## src/dmc_ram.sv

```systemverilog
`timescale 1ns / 1ps
// ----------------------------------------------------------------------------
// dmc_ram
// Generic simple dual-port RAM: one write port, one read port with a
// registered read that updates only when the read enable is high.
// ----------------------------------------------------------------------------
module dmc_ram #(
  parameter int WIDTH = 8,
  parameter int DEPTH = 16
) (
  input  logic                     clk,
  input  logic                     we,
  input  logic [$clog2(DEPTH)-1:0] waddr,
  input  logic [WIDTH-1:0]         wdata,
  input  logic                     re,
  input  logic [$clog2(DEPTH)-1:0] raddr,
  output logic [WIDTH-1:0]         rdata
);

  logic [WIDTH-1:0] mem [DEPTH];

  // Write port.
  always_ff @(posedge clk) begin
    if (we) begin
      mem[waddr] <= wdata;
    end
  end

  // Registered read port; data holds while re is low.
  always_ff @(posedge clk) begin
    if (re) begin
      rdata <= mem[raddr];
    end
  end

endmodule

```

## config.mk

```make
export PLATFORM = sky130hd
export DESIGN_NAME = dmc_ram
export DESIGN_NICKNAME = d
export VERILOG_FILES = /design/src/dmc_ram.sv
export SDC_FILE = /design/constraint.sdc
export NUM_CORES = 1
export LEC_CHECK = 0
export BUFFER_PORTS_ARGS = -buffer_cell sky130_fd_sc_hd__buf_4
export CORE_UTILIZATION = 42
export DETAILED_ROUTE_END_ITERATION = 12
export MAX_ROUTING_LAYER = met4
export PLACE_DENSITY = 0.55
export SETUP_SLACK_MARGIN = 0.2
export SLEW_MARGIN = 20
export SYNTH_ARGS = -nofsm -noshare
export SYNTH_HDL_FRONTEND = slang
export SYNTH_SLANG_ARGS = --single-unit
```

## constraint.sdc

```tcl
create_clock -name clk -period 2.7 [get_ports clk]
set_clock_uncertainty 0.05 [all_clocks]
set_input_delay 0.54 -clock clk [delete_from_list [all_inputs] [get_ports clk]]
set_output_delay 0.54 -clock clk [all_outputs]
set_load 0.02 [all_outputs]
```

==> summary.txt <==
Setup path
  • CP delay by family, top: multiplexers
  • CP bufs+invs: 2
  • Critical path peak fanout: 15
  • Worst-path cell chain: buf_4 > buf_4 > mux4_1 > a22oi_1 > nand2_1
  • Max stage delay cell, worst path: mux4_1
  • Crit path top cell by count: buf_4
  • CP peak stage delay: around 570 ps
  • FF-to-FF setup slack: 1190 ps
  • Crit Reg-Reg Startpoint: mem[1][3]
  • Worst Path Required: 2800 ps
  • Crit. End Element: register
  • Reg2Reg Depth: 3
  • Data arrival time of the critical path: around 2000 ps
  • Startpoint Class: primary input
  • CP Class: primary input to register
  • Worst r2r dst: rdata[3]

Final layout
  • Number of diodes: 0
  • Final instance area: ~6200 um2
  • Fin util: 0.517
  • Layout cell share with drive strength beyond 1: 0.302
  • Syn-to-layout area delta: 19.4%
  • Final #Nets: 301

Detailed routing
  • Post-DR vias/cell: just over 5
  • Antenna-violating nets left: 0
  • Drt wl/cell: 20.7 um
  • Drt pass-1 iters: 4
  • DRC: 0
  • Vias post-DR: 2394
  • Initial drt markers: 168
  • Final WL: 9.57 mm

Power and ir drop
  • Leak pwr: 2.10 nW
  • Switching Power: 920 uW
  • Clk pwr share: 0.446
  • Peak supply drop: 485 uV
  • Sw frac: 0.194
  • Internal Power: 3.82 mW
  • Pwr dens: between 700 and 800 nW/um2
  • Gate power share: 0.049
  • Sequential Power Share: 0.505

Synthesis
  • Post-synth ARST share: 0
  • Post-synth top area cell: edfxtp_1
  • Net Count, Synth: between 200 and 250
  • Yosys cell types: 18
  • Synth area leaders: edfxtp_1 78%, mux4_2 7.8%, mux4_1 7.0%
  • Count leader, synth: edfxtp_1
  • Syn_area_per_cell: 22.8 um2
  • Syn Inst Count: approximately 230
  • Post-synth EDFFs: 136
  • Commonest register cell after synthesis: edfxtp_1
  • Yosys warns: 0
  • Post-synth top cells: 136 x edfxtp_1, 18 x mux4_2, 16 x a22oi_1
  • Post-Syn Area: approximately 5200 um2
  • Proportion of synthesized chip area in sequential cells: 0.781
  • Yosys reg bits: roughly 140
  • Post-synth top area share: 0.781

STA
  • Tmin final: 1870 ps
  • Fmax: about 0.53 GHz
  • Final worst path period share: 0.694
  • # setup viols final: 0
  • Worst Tran Pin Value: 783 ps
  • RSZ-0062 raised after global routing: no
  • Final Hold Fails: 0
  • Relative slew slack: 0.477
  • Final Slew Violations: 0
  • Setup TNS Final: 0 ps

CTS
  • Clock tree buffer depth: 2
  • Post-CTS Setup Bufs: 0
  • Clock latency on the worst-skew pair: about 400 ps
  • Reg clk slew, reported paths: 50 ps
  • Num CTS Buffers: 17
  • Hold-fix buffer count after cts: 0
  • Clock sink total: around 140
  • Root Driver: clkbuf_16
  • CTS tree: yes
  • CTS H-tree lvls: 4
  • Post-CTS sizing: 0

Floorplanning
  • Core Box Area: between 10000 and 15000 um2
  • Die Width: 114 um
  • Initial core utilization: 0.433
  • # IOs: 27
  • Die Y-Extent: 114 um
  • Row cnt: 40
  • Die area: 12900 um2

Worst hold path
  • Worst hold path depth: 1
  • Worst hold start: re
  • Hold path endpoint: rdata[5]
  • Worst Hold Class: primary input to register

GRT
  • Vias in the first global route: 2526
  • First-pass GRT wire length: 15.1 mm
  • GR Util All Layers: 0.175
  • Most Crowded Layer GR: met2
  • Total grt overflow: 0
  • Largest net degree at the start of global routing: 33
  • Initial antenna violation count: 0
  • Global-route met2 utilization: 0.270
  • M1 GR Usage: 0.225
  • Met3 Usage GRT: 0.0420

Place
  • Port Buffers: 26
  • Detailed Place HPWL: between 6 and 7 mm
  • Gpl congestion: slightly below 0.7
  • Placed inst area: 5690 um2

Flow run
  • Max Cap Violations: 0

Outcome
  • Outcome: finished clean
power by group through the flow:
stage / sequential (mW) / combinational, mW / clock (mW)
after floorplan: 2.45 / 0.120 / 0
final: 2.39 / 0.232 / 2.11
after global placement: 2.44 / 0.236 / 0
after global routing: 2.40 / 0.254 / 2.24
after CTS: 2.39 / 0.239 / 2.15
after detailed placement: 2.44 / 0.239 / 0
how the worst max path moves through the flow:
stage             start   endpoint  slack, ps  cells after the start
2_1_floorplan  waddr[2]  mem[0][0]        620                      2
3_3_place_gp   raddr[0]   rdata[4]        370                      5
3_5_place_dp   raddr[0]   rdata[4]        350                      5
4_1_cts        raddr[0]   rdata[4]        790                      5
5_1_grt        raddr[0]   rdata[4]        720                      5
6_report       raddr[0]   rdata[4]        830                      5
cell type report:
| cell class | count | area [um2] |
|---|---|---|
| well taps | 168 | 210 |
| flip-flops and latches | 136 | 4080 |
| multi-input cells | 83 | 1060 |
| repair buffers | 44 | 343 |
| clock inverters | 12 | 109 |
| fillers | 949 | 5820 |
| clock buffers | 20 | 437 |
cells in the final DEF, fill, tap and decap left out, drive strengths merged:
cell | netlist | final
edfxtp | 136 | 136
buf | 7 | 44
mux4 | 32 | 32
clkbuf | 0 | 20
a22oi | 16 | 16
nor2 | 13 | 13
nand2 | 9 | 9
clkinv | 0 | 9
nor3 | 4 | 4
nand3b | 2 | 2
nand2b | 2 | 2
bufinv | 0 | 2
nor2b | 1 | 1
and2 | 1 | 1
and2b | 1 | 1
nand3 | 1 | 1
or3b | 1 | 1
clkinvlp | 0 | 1
registers in the layout (all words and copies together), names as in the netlist:
name   flops
mem      128
rdata      8
per-layer routing:
layer | share of wire | vias to the layer above | routed length [um]
li1 | - | 1089 | -
met1 | 0.44 | 1227 | 4220
met2 | 0.49 | 68 | 4720
met3 | 0.052 | 10 | 496
met4 | 0.014 | 0 | 133
met5 | 0 | - | 0
through the flow:
stage               hold slack [ps]  power (mW)  instances  worst slack (ps)
floorplan                       589        2.57        229               617
global placement                679        2.67        431               370
detailed placement              688        2.68        431               355
CTS                             383        4.79        463               788
global route                    391        4.89        463               721
finish                          392        4.74        463               826
cell families after synthesis:
group,after synthesis,synth area share
mux,32,0.148
compound gates,16,0.0230
buf+inv,10,0.0165
simple gates,35,0.0314
flops,136,0.781
Power figures use the tool's default switching activity.
