**config.mk**
```make
export PLATFORM = sky130hd
export DESIGN_NAME = dmc_resolve
export DESIGN_NICKNAME = d
export VERILOG_FILES = /design/src/dmc_pkg.sv /design/src/dmc_resolve.sv
export SDC_FILE = /design/constraint.sdc
export NUM_CORES = 1
export LEC_CHECK = 0
export BUFFER_PORTS_ARGS = -buffer_cell sky130_fd_sc_hd__clkbuf_2
export CAP_MARGIN = 15
export CORE_AREA = 2 2 447 449
export DETAILED_ROUTE_END_ITERATION = 10
export DIE_AREA = 0 0 449 451
export GPL_TIMING_DRIVEN = 0
export PLACE_DENSITY = 0.3
export SETUP_SLACK_MARGIN = 0.05
export SYNTH_ARGS = -nofsm -noshare
export SYNTH_HDL_FRONTEND = slang
export SYNTH_SLANG_ARGS = --single-unit
```
**constraint.sdc**
```tcl
create_clock -name vclk -period 3.3
set_input_delay 0.495 -clock vclk [all_inputs]
set_output_delay 0.495 -clock vclk [all_outputs]
set_load 0.01 [all_outputs]
```
**src/dmc_pkg.sv**
```systemverilog
`timescale 1ns / 1ps
// ----------------------------------------------------------------------------
// dmc_pkg
// Shared types and constants for the direct-mapped write-back line cache:
// request and result transfer formats, function codes and update controls.
// ----------------------------------------------------------------------------
package dmc_pkg;

  // Default geometry: 2^15 lines of eight 32-bit words, 32-bit byte address.
  localparam int SET_IDX_W_DEF    = 15;
  localparam int OFFSET_BITS_DEF  = 5;
  localparam int LINE_WORDS_DEF   = 8;
  localparam int ADDRESS_BITS_DEF = 32;

  // Fixed transfer format: eight word slots of 32 bits each.
  localparam int WORD_W   = 32;
  localparam int IO_WORDS = 8;

  // Function codes.
  localparam logic FUNC_ACCESS = 1'b0;
  localparam logic FUNC_INSERT = 1'b1;

  // One request transfer.
  typedef struct packed {
    logic              func;
    logic [31:0]       address;
    logic              read_enable;
    logic              write_enable;
    logic [WORD_W-1:0] write_word_0;
    logic [WORD_W-1:0] write_word_1;
    logic [WORD_W-1:0] write_word_2;
    logic [WORD_W-1:0] write_word_3;
    logic [WORD_W-1:0] write_word_4;
    logic [WORD_W-1:0] write_word_5;
    logic [WORD_W-1:0] write_word_6;
    logic [WORD_W-1:0] write_word_7;
  } in_t;

  // One result transfer.
  typedef struct packed {
    logic              hit;
    logic              writeback_needed;
    logic [31:0]       writeback_address;
    logic [WORD_W-1:0] line_word_0;
    logic [WORD_W-1:0] line_word_1;
    logic [WORD_W-1:0] line_word_2;
    logic [WORD_W-1:0] line_word_3;
    logic [WORD_W-1:0] line_word_4;
    logic [WORD_W-1:0] line_word_5;
    logic [WORD_W-1:0] line_word_6;
    logic [WORD_W-1:0] line_word_7;
  } out_t;

  // Store updates decided by the resolve unit.
  typedef struct packed {
    logic meta_we;    // write valid, dirty and tag of the line
    logic line_we;    // overwrite the line data
    logic set_dirty;  // dirty value written with the metadata
  } upd_t;

endpackage

```
**src/dmc_resolve.sv**
```systemverilog
`timescale 1ns / 1ps
// ----------------------------------------------------------------------------
// dmc_resolve
// Tag compare and decision unit: from the stored metadata and line of the
// addressed set it forms the result transfer and the store updates.
// ----------------------------------------------------------------------------
module dmc_resolve #(
  parameter int SET_IDX_W    = dmc_pkg::SET_IDX_W_DEF,
  parameter int OFFSET_BITS  = dmc_pkg::OFFSET_BITS_DEF,
  parameter int LINE_WORDS   = dmc_pkg::LINE_WORDS_DEF,
  parameter int ADDRESS_BITS = dmc_pkg::ADDRESS_BITS_DEF
) (
  input  dmc_pkg::in_t                                      req,
  input  logic [SET_IDX_W-1:0]                              req_idx,
  input  logic [((ADDRESS_BITS-SET_IDX_W-OFFSET_BITS) > 0 ?
                 (ADDRESS_BITS-SET_IDX_W-OFFSET_BITS) : 1)-1:0] req_tag,
  input  logic [((ADDRESS_BITS-SET_IDX_W-OFFSET_BITS) > 0 ?
                 (ADDRESS_BITS-SET_IDX_W-OFFSET_BITS) : 1)+1:0] meta_rd,
  input  logic [LINE_WORDS*dmc_pkg::WORD_W-1:0]             line_rd,
  output logic [LINE_WORDS*dmc_pkg::WORD_W-1:0]             line_wdata,
  output dmc_pkg::out_t                                     result,
  output dmc_pkg::upd_t                                     upd
);

  localparam int TAG_REAL = ADDRESS_BITS - SET_IDX_W - OFFSET_BITS;
  localparam int TAG_W    = (TAG_REAL > 0) ? TAG_REAL : 1;
  localparam logic [31:0] ADDR_MASK = 32'((64'd1 << ADDRESS_BITS) - 64'd1);

  logic                                      old_valid;
  logic                                      old_dirty;
  logic [TAG_W-1:0]                          old_tag;
  logic                                      tag_hit;
  logic                                      show_line;
  logic [dmc_pkg::IO_WORDS-1:0][dmc_pkg::WORD_W-1:0] wwords;
  logic [dmc_pkg::IO_WORDS-1:0][dmc_pkg::WORD_W-1:0] owords;

  assign old_valid = meta_rd[TAG_W+1];
  assign old_dirty = meta_rd[TAG_W];
  assign old_tag   = meta_rd[TAG_W-1:0];

  // With no tag bits the stored and requested tags are both zero.
  assign tag_hit = old_valid && (old_tag == req_tag);

  // Incoming words, slot order.
  assign wwords = {req.write_word_7, req.write_word_6, req.write_word_5,
                   req.write_word_4, req.write_word_3, req.write_word_2,
                   req.write_word_1, req.write_word_0};

  // Old line goes out on a read hit or on a dirty eviction.
  always_comb begin
    show_line = 1'b0;
    upd       = '0;
    result    = '0;
    if (req.func == dmc_pkg::FUNC_ACCESS) begin
      result.hit = tag_hit;
      show_line  = tag_hit && req.read_enable;
      if (tag_hit && req.write_enable) begin
        upd.meta_we   = 1'b1;
        upd.line_we   = 1'b1;
        upd.set_dirty = 1'b1;
      end
    end else begin
      show_line               = old_valid && old_dirty;
      result.writeback_needed = old_valid && old_dirty;
      if (old_valid && old_dirty) begin
        result.writeback_address = ((32'(old_tag) << (OFFSET_BITS + SET_IDX_W))
                                   | (32'(req_idx) << OFFSET_BITS)) & ADDR_MASK;
      end
      upd.meta_we   = 1'b1;
      upd.line_we   = 1'b1;
      upd.set_dirty = 1'b0;
    end
    result.line_word_0 = owords[0];
    result.line_word_1 = owords[1];
    result.line_word_2 = owords[2];
    result.line_word_3 = owords[3];
    result.line_word_4 = owords[4];
    result.line_word_5 = owords[5];
    result.line_word_6 = owords[6];
    result.line_word_7 = owords[7];
  end

  // Word slots: those beyond the line width read zero and are never stored.
  for (genvar i = 0; i < dmc_pkg::IO_WORDS; i++) begin : g_slot
    if (i < LINE_WORDS) begin : g_used
      assign owords[i] = show_line ? line_rd[i*dmc_pkg::WORD_W +: dmc_pkg::WORD_W]
                                   : '0;
      assign line_wdata[i*dmc_pkg::WORD_W +: dmc_pkg::WORD_W] = wwords[i];
    end else begin : g_unused
      assign owords[i] = '0;
    end
  end

endmodule

```
==> impl_results.md, run 1 <==
* Cell count after synthesis at 604
* Leakage at 5.97 nW
* Achievable clock frequency at 0.313 GHz
* Crit path capture type: output pin
* CP Launch Point: req_tag[4]
* CP top delay family: buffers and inverters
* Seq/Total Area, Yosys at 0
* CLK BUF at 0
* DP Cell Count at 4109
* Post-route DRC at 0
* Initial Util at 0.0215
* Final WL at 120 mm
* Status: completed
* Yosys cell types at 22
* Slew Viols, Final at 0
* Seq Cell Count at 0
* Worst Path Buf+Inv at 5
* Fin crit share at 0.970
* Initial drt markers at 454
* Slew @ Worst Pin at 0.718 ns
* Post-synth top area cell: buf_4
* Crit Path Category: input pin to output pin
* Hold path startpoint: req[109]
* Total power at 0.00132 W
* Slowest stage delay, CP at 0.52 ns
* Post-synth top cells: 263 x buf_4, 246 x nor2b_1, 26 x buf_6, 25 x and2_1, 10 x nor2b_2
* Die width at 449 um
* Synth Area per Inst at 7.05 um2
* Global-route wire length before repair at 135 mm
* Worst vdd ir at 0.0000324 V
* Area grow syn2layout at 195%
* Fin. Hold Viols at 0
* # fillers at 23700
* Chip Height at 451 um
* Total grt overflow at 0
* Unrepaired setup endpoints after global routing: false
* End of the worst hold path: line_wdata[141]
* Initial antenna violation count at 184
* Hold Crit Class: input pin to output pin
* Reg area at 0 um2
* Share of post-route cells with drive strength above 1 at 0.820
* Synth area leaders: buf_4 46%, nor2b_1 36%, buf_6 6.9%, and2_1 3.7%, nor2b_2 2.1%
* PD cells at 105 nW/um2
* Most frequent cell on the critical path: clkbuf_2
* GP Congestion at 1.02
* IO Pins at 1137
* Post-synth top area share at 0.464
* Count leader, synth: buf_4
* Worst EP arrival at 2.70 ns
* Vias in the first global route at 7213
* Netlist Area Pre-Place at 4260 um2
* DRT Pass-1 Iters at 4
* Final Non-Filler Cells at 4133
* Via count at 8057
* Via/cell ratio at 1.95
* Cells along the critical path: clkbuf_2, xnor2_2, nand3_2, or4_4, o31a_4, buf_4, buf_8, buf_6, nor2b_1, clkbuf_2
* Pin count of the biggest net entering global routing at 11
* # setup viols final at 0
* DIE AREA at 202000 um2
* Max-cap viol count at 0
* Final nets at 2045
* Critical-path maximum fanout at 10
* All-Layer GR Usage at 0.112
* Port bufs at 844
* Final HPWL from detailed placement at 117 mm
* Min-Delay Path Depth at 2
* CORE AREA at 198000 um2
* Startpoint types: input pin
* Crit-path slowest cell: or4_4
* FP Rows at 164
* Synth warn at 0
* Area of the multi-input gates at 2240 um2
* WL/cell at 29.0 um
* Final min period at 3.20 ns
* Slew headroom at 0.519
* Crit path required time at 2.80 ns
* Post-route antenna net violation count at 0
## routing by layer
layer | vias to the layer above | global-route usage | wire length [um]
met1 | 3561 | 0.117 | 42400
met5 | - | 0 | 575
met3 | 312 | 0.0758 | 17700
met2 | 831 | 0.191 | 56400
met4 | 92 | 0.0126 | 2980
li1 | 3261 | - | -
## cell families after synthesis
kind of cell,synth area share
buffers and inverters,0.539
and+or+nand+nor,0.433
xor gates and xnor gates,0.0185
AOI/OAI and AO/OA,0.00882
other,0.000881
## through the flow
stage	util	setup TNS, ns	instance area, um2	hold slack (ns)	setup slack [ns]
final	0.0634	0	12600	1.18	0.100
after global routing	0.0632	0	12500	1.18	0.0513
after CTS	0.0629	0	12500	1.18	0.0270
after detailed placement	0.0597	-22.34	11800	1.18	-0.406
after global placement	0.0596	-348.47	11800	1.18	-1.64
after floorplan	-	0	4270	1.05	0.719
## worst max-delay path by stage
stage	endpoint	cells after the start	slack (ns)
after floorplan	result[0]	7	0.72
after global placement	result[39]	9	-1.64
after detailed placement	result[39]	10	-0.41
after CTS	result[136]	10	0.03
after global routing	result[6]	10	0.05
final	result[5]	10	0.10
## where the power goes
part           switching, W     internal, W       total (W)
Combinational      0.000693        0.000624         0.00132
Sequential                0               0               0
Clock                     0  0.000000000788  0.000000000788
Total              0.000693        0.000624         0.00132
## cells in the final DEF, fill, tap and decap left out, types with 2 or more instances in the layout
cell type / count
clkbuf_2: 777
buf_4: 270
nor2b_1: 208
clkbuf_8: 28
and2_1: 25
clkbuf_4: 25
nor2b_2: 24
nor2b_4: 24
buf_6: 23
diode_2: 22
buf_2: 7
conb_1: 5
inv_1: 4
xor2_1: 4
nor2_1: 4
xnor2_1: 3
buf_12: 3
xnor2_2: 2
buf_8: 2
clkbuf_1: 2
clkbuf_16: 2
## timing repair
item | CTS | global route
resized for setup | 163 | 24
buffers inserted | 2 | 0
endpoints found under the setup margin | 254 | 90
pin swaps | 3 | 1
hold buffers | 0 | 0
## cell type report
type                            instances  share of cell area
Tap cell                             2656               0.265
Inverter                                4             0.00120
Antenna cell                           22             0.00438
Timing Repair Buffer                  847               0.367
Buffer                                292               0.185
Multi-Input combinational cell        312               0.178
(Power assumes the default switching activity.)
==> inputs of run 2 (changes only) <==
- CELL_PAD_IN_SITES_DETAIL_PLACEMENT: not set -> 1
- CELL_PAD_IN_SITES_GLOBAL_PLACEMENT: not set -> 1
- CORE_AREA: 2 2 447 449 -> 2 2 441 443
- DIE_AREA: 0 0 449 451 -> 0 0 443 445
- PLACE_DENSITY: 0.3 -> not set
- PLACE_DENSITY_LB_ADDON: not set -> 0.1
==> run 2 against run 1 <==
Die area is 2.6% lower. Sequential cell count stayed put. Combinational power is 9.8% lower. Count of clock-buffer cells in the layout stayed put. Via count is 12% lower. Hold slack hardly changed. Critical path type unchanged. Largest power group unchanged. Highest routed layer unchanged.
==> impl_results.md, run 2 (same netlist as run 1, synthesis figures left out) <==
* Crit path capture type: output pin (unchanged)
* Min-Delay Path Depth at 2 (unchanged)
* Final WL at 76.3 mm (was 120 mm)
* Global-route wire length before repair at 91.8 mm (was 135 mm)
* End of the worst hold path: line_wdata[143] (was line_wdata[141])
* Pin count of the biggest net entering global routing at 11 (unchanged)
* Die width at 443 um (was 449 um)
* CP Launch Point: req_tag[4] (unchanged)
* Worst EP arrival at 2.64 ns (was 2.70 ns)
* Via count at 7102 (was 8057)
* Chip Height at 445 um (was 451 um)
* Vias in the first global route at 7469 (was 7213)
* Via/cell ratio at 1.78 (was 1.95)
* Max-cap viol count at 0 (unchanged)
* CORE AREA at 192000 um2 (was 198000 um2)
* Final HPWL from detailed placement at 74.4 mm (was 117 mm)
* Most common cell after layout, fill and taps aside: clkbuf_2 (unchanged)
* Unrepaired setup endpoints after global routing: true (was false)
* DRT Pass-1 Iters at 4 (unchanged)
* Reg area at 0 um2 (unchanged)
* Slew headroom at 0.631 (was 0.519)
* Leakage at 5.86 nW (was 5.97 nW)
* # setup viols final at 0 (unchanged)
* FP Rows at 161 (was 164)
* Slowest stage delay, CP at 0.56 ns (was 0.52 ns)
* Worst vdd ir at 0.0000313 V (was 0.0000324 V)
* Area grow syn2layout at 183% (was 195%)
* Initial Util at 0.0222 (was 0.0215)
* Share of post-route cells with drive strength above 1 at 0.817 (was 0.820)
* PD cells at 98.5 nW/um2 (was 105 nW/um2)
* Post-route DRC at 0 (unchanged)
* Final min period at 3.14 ns (was 3.20 ns)
* GP Congestion at 0.766 (was 1.02)
* Slew @ Worst Pin at 0.553 ns (was 0.718 ns)
* Cells along the critical path: clkbuf_2, xnor2_1, nand3_1, or4_4, o31a_4, buf_4, buf_6, nor2b_4, clkbuf_2 (was clkbuf_2, xnor2_2, nand3_2, or4_4, o31a_4, buf_4, buf_8, buf_6, nor2b_1, clkbuf_2)
* Slew Viols, Final at 0 (unchanged)
* Hold path startpoint: req[111] (was req[109])
* DIE AREA at 197000 um2 (was 202000 um2)
* Total negative slack at 0 ns (unchanged)
* Most frequent cells in the layout: 796 x clkbuf_2, 281 x buf_4, 207 x nor2b_1 (was 777 x clkbuf_2, 270 x buf_4, 208 x nor2b_1)
* WL/cell at 19.1 um (was 29.0 um)
* DP Area at 11700 um2 (was 11800 um2)
* Initial drt markers at 189 (was 454)
* Port bufs at 844 (unchanged)
* Critical-path maximum fanout at 10 (unchanged)
* Startpoint types: input pin (unchanged)
* Hold Crit Class: input pin to output pin (unchanged)
* Final nets at 2042 (was 2045)
* All-Layer GR Usage at 0.0718 (was 0.112)
* CLK BUF at 0 (unchanged)
* Crit-path slowest cell: or4_4 (unchanged)
* Seq Cell Count at 0 (unchanged)
* Crit Path Category: input pin to output pin (unchanged)
* Most frequent cell on the critical path: clkbuf_2 (unchanged)
* Status: completed (unchanged)
* Final Cell Area at 12100 um2 (was 12600 um2)
* Fin. Hold Viols at 0 (unchanged)
* Total grt overflow at 0 (unchanged)
* Fin crit share at 0.950 (was 0.970)
* Post-CTS setup buffer count at 0 (was 2)
* Post-route antenna net violation count at 0 (unchanged)
* IO Pins at 1137 (unchanged)
* Achievable clock frequency at 0.319 GHz (was 0.313 GHz)
* Crit path required time at 2.80 ns (about the same)
* # hold bufs at CTS at 0 (unchanged)
* Initial antenna violation count at 46 (was 184)
[run 2: area by class of cell]
class	instances	area (um2)
plain buffers	292	2280
multi-input cells	312	2210
repair buffers	844	4350
fillers	23300	180000
inverters	4	15.0
diodes	19	47.5
well taps	2526	3160
[run 2: how the worst max path moves through the flow]
stage	cells past startpoint	slack, ns	endpoint
5_1_grt	9	-0.03	result[220]
3_3_place_gp	8	-0.76	result[226]
6_report	9	0.16	result[24]
4_1_cts	9	0.06	result[182]
2_1_floorplan	7	0.72	result[0]
3_5_place_dp	8	-0.71	result[226]
[run 2: per-layer routing]
layer	global-route usage	vias up	part of all wire
li1	-	3256	-
met1	0.0734	3288	0.34
met2	0.136	500	0.52
met3	0.0358	54	0.12
met4	0.00353	4	0.011
met5	0	-	0.00034
[run 2: stage by stage]
| stage | hold slack [ns] | worst slack [ns] | instances | utilization | power (W) |
|---|---|---|---|---|---|
| after CTS | 1.18 | 0.0563 | 3978 | 0.0617 | 0.00122 |
| after detailed placement | 1.18 | -0.709 | 3978 | 0.0607 | 0.00119 |
| after global placement | 1.18 | -0.764 | 3978 | 0.0607 | 0.00120 |
| after floorplan | 1.05 | 0.719 | 608 | - | 0.000536 |
| final | 1.18 | 0.164 | 3997 | 0.0628 | 0.00119 |
| after global routing | 1.18 | -0.0267 | 3979 | 0.0626 | 0.00128 |
[run 2: power breakdown]
part              internal, W       total (W)  leakage, nW  switching (W)
Combinational        0.000603         0.00119         5.86       0.000585
Clock          0.000000000572  0.000000000572     0.000115              0
Sequential                  0               0            0              0
[run 2: timing repair]
action / CTS / global route
endpoints found under the setup margin: 257 / 84
pin swaps: 1 / 0
gates resized for setup: 49 / 128
[run 2: worst max-delay path, delay by kind of cell]
family                    cells  cell delay (ns)
AOI/OAI and AO/OA             1             0.38
xor gates and xnor gates      1             0.17
buffers and inverters         4             0.71
and+or+nand+nor               3             0.86
==> inputs of run 3 (changes only) <==
- SETUP_SLACK_MARGIN: 0.05 -> 0.5
==> run 3 against run 2 <==
Die area unchanged. Routed wire length grew 1.4%. Critical path depth stayed put. Maximum frequency rose by 2.7%. Via count rose by 0.48%. Cell count up 0.18%. Final area increased by 11%. Count of clock-buffer cells in the layout unchanged. Highest routed layer unchanged.
==> impl_results.md, run 3 (same netlist as run 1, synthesis figures left out) <==
* Initial Util at 0.0222 (unchanged)
* Post-route antenna net violation count at 0 (unchanged)
* Initial drt markers at 160 (was 189)
* Final HPWL from detailed placement at 74.4 mm (unchanged)
* PD cells at 98.3 nW/um2 (was 98.5 nW/um2)
* Leakage at 6.47 nW (was 5.86 nW)
* Max-cap viol count at 0 (unchanged)
* Unrepaired setup endpoints after global routing: true (unchanged)
* Final nets at 2057 (was 2042)
* FP Rows at 161 (unchanged)
* DIE AREA at 197000 um2 (unchanged)
* Global-route wire length before repair at 91.8 mm (about the same)
* Vias in the first global route at 7488 (was 7469)
* Fin crit share at 0.926 (was 0.950)
* GP Congestion at 0.766 (unchanged)
* DP Area at 11700 um2 (unchanged)
* Pin count of the biggest net entering global routing at 11 (unchanged)
* DP Cell Count at 3978 (unchanged)
* Total negative slack at 0 ns (unchanged)
* Total grt overflow at 0 (unchanged)
* Total power at 0.00132 W (was 0.00119 W)
* Crit path capture type: output pin (unchanged)
* # hold bufs at CTS at 0 (unchanged)
* Chip Height at 445 um (unchanged)
* Die width at 443 um (unchanged)
* Fin util at 0.0698 (was 0.0628)
* Post-route DRC at 0 (unchanged)
* Port bufs at 844 (unchanged)
* WL/cell at 19.3 um (was 19.1 um)
* Most common cell after layout, fill and taps aside: clkbuf_2 (unchanged)
* Final Non-Filler Cells at 4004 (was 3997)
* All-Layer GR Usage at 0.0718 (about the same)
* Startpoint types: input pin (unchanged)
* Share of post-route cells with drive strength above 1 at 0.868 (was 0.817)
* Area grow syn2layout at 215% (was 183%)
* Crit path required time at 2.80 ns (about the same)
* Achievable clock frequency at 0.327 GHz (was 0.319 GHz)
* Worst EP arrival at 2.56 ns (was 2.64 ns)
* DRT Pass-1 Iters at 4 (unchanged)
* Reg area at 0 um2 (unchanged)
* Status: completed (unchanged)
* Seq Cell Count at 0 (unchanged)
* Worst vdd ir at 0.0000300 V (was 0.0000313 V)
* Most frequent cells in the layout: 716 x clkbuf_2, 300 x buf_4, 146 x nor2b_1 (was 796 x clkbuf_2, 281 x buf_4, 207 x nor2b_1)
* Slew headroom at 0.658 (was 0.631)
* # fillers at 23200 (was 23300)
* Final Cell Area at 13400 um2 (was 12100 um2)
* IO Pins at 1137 (unchanged)
* Slew @ Worst Pin at 0.513 ns (was 0.553 ns)
* Area of the multi-input gates at 2700 um2 (was 2210 um2)
* Crit Path Category: input pin to output pin (unchanged)
* Via/cell ratio at 1.78 (about the same)
* Initial antenna violation count at 41 (was 46)
* Final WL at 77.3 mm (was 76.3 mm)
* CORE AREA at 192000 um2 (unchanged)
* Critical-path maximum fanout at 10 (unchanged)
* Slew Viols, Final at 0 (unchanged)
* Final min period at 3.05 ns (was 3.14 ns)
* Via count at 7136 (was 7102)
* # setup viols final at 0 (unchanged)
* Fin. Hold Viols at 0 (unchanged)
* CLK BUF at 0 (unchanged)
* Hold Crit Class: input pin to output pin (unchanged)
==> run 3: changes by cell type in the layout (fill, tap and decap cells not counted), moves of 5 or more <==
| cell | before | now |
|---|---|---|
| buf_6 | 32 | 54 |
| nor2b_2 | 27 | 37 |
| xnor2_2 | 0 | 5 |
| clkbuf_16 | 0 | 7 |
| xnor2_1 | 5 | 0 |
| buf_12 | 0 | 11 |
| nor2b_1 | 207 | 146 |
| nor2b_4 | 22 | 73 |
| buf_2 | 8 | 17 |
| buf_8 | 0 | 21 |
| buf_4 | 281 | 300 |
| diode_2 | 19 | 11 |
| clkbuf_8 | 0 | 9 |
| clkbuf_2 | 796 | 716 |
==> run 3: layout make-up <==
| type | count | share of cell area |
|---|---|---|
| diodes | 11 | 0.00205 |
| plain buffers | 292 | 0.180 |
| inverters | 4 | 0.00140 |
| multi-input cells | 312 | 0.202 |
| well taps | 2526 | 0.236 |
| repair buffers | 859 | 0.379 |
==> run 3: metal layers <==
metal	routed length [um]	GRT usage	vias up
li1	-	-	3274
met1	27000	0.0738	3300
met2	40800	0.136	494
met3	8660	0.0350	64
met4	819	0.00353	4
met5	26	0	-
==> run 3: critical path, cell delays in order <==
cell	delay, ns
buf_2	0.16
xnor2_2	0.12
nand2_1	0.08
or4_4	0.53
o31a_4	0.40
buf_12	0.20
buf_6	0.17
nor2b_4	0.18
clkbuf_2	0.17
==> run 3: per-stage QoR <==
stage          worst slack (ns)  hold slack (ns)
6_report                  0.246             1.18
4_1_cts                   0.118             1.18
3_5_place_dp             -0.709             1.18
3_3_place_gp             -0.764             1.18
2_1_floorplan             0.719             1.05
5_1_grt                  0.0981             1.18
==> run 3: final timing paths <==
kind / startpoint / endpoint / cells past startpoint / slack, ns
setup / recovery: meta_rd[2] / result[29] / 9 / 0.25
hold / removal: req[111] / line_wdata[143] / 2 / 1.18
==> run 3: power by group <==
group / internal, W / switching (W)
clock network: 0.000000000224 / 0
registers: 0 / 0
logic: 0.000697 / 0.000620
total: 0.000697 / 0.000620
==> run 3: what timing repair did <==
item,4_1_cts,5_1_grt
gates resized for setup,164,328
pin swaps,1,6
setup endpoints to repair,260,262
endpoints found under the hold margin,0,0
setup buffers,3,5
gates cloned,1,6
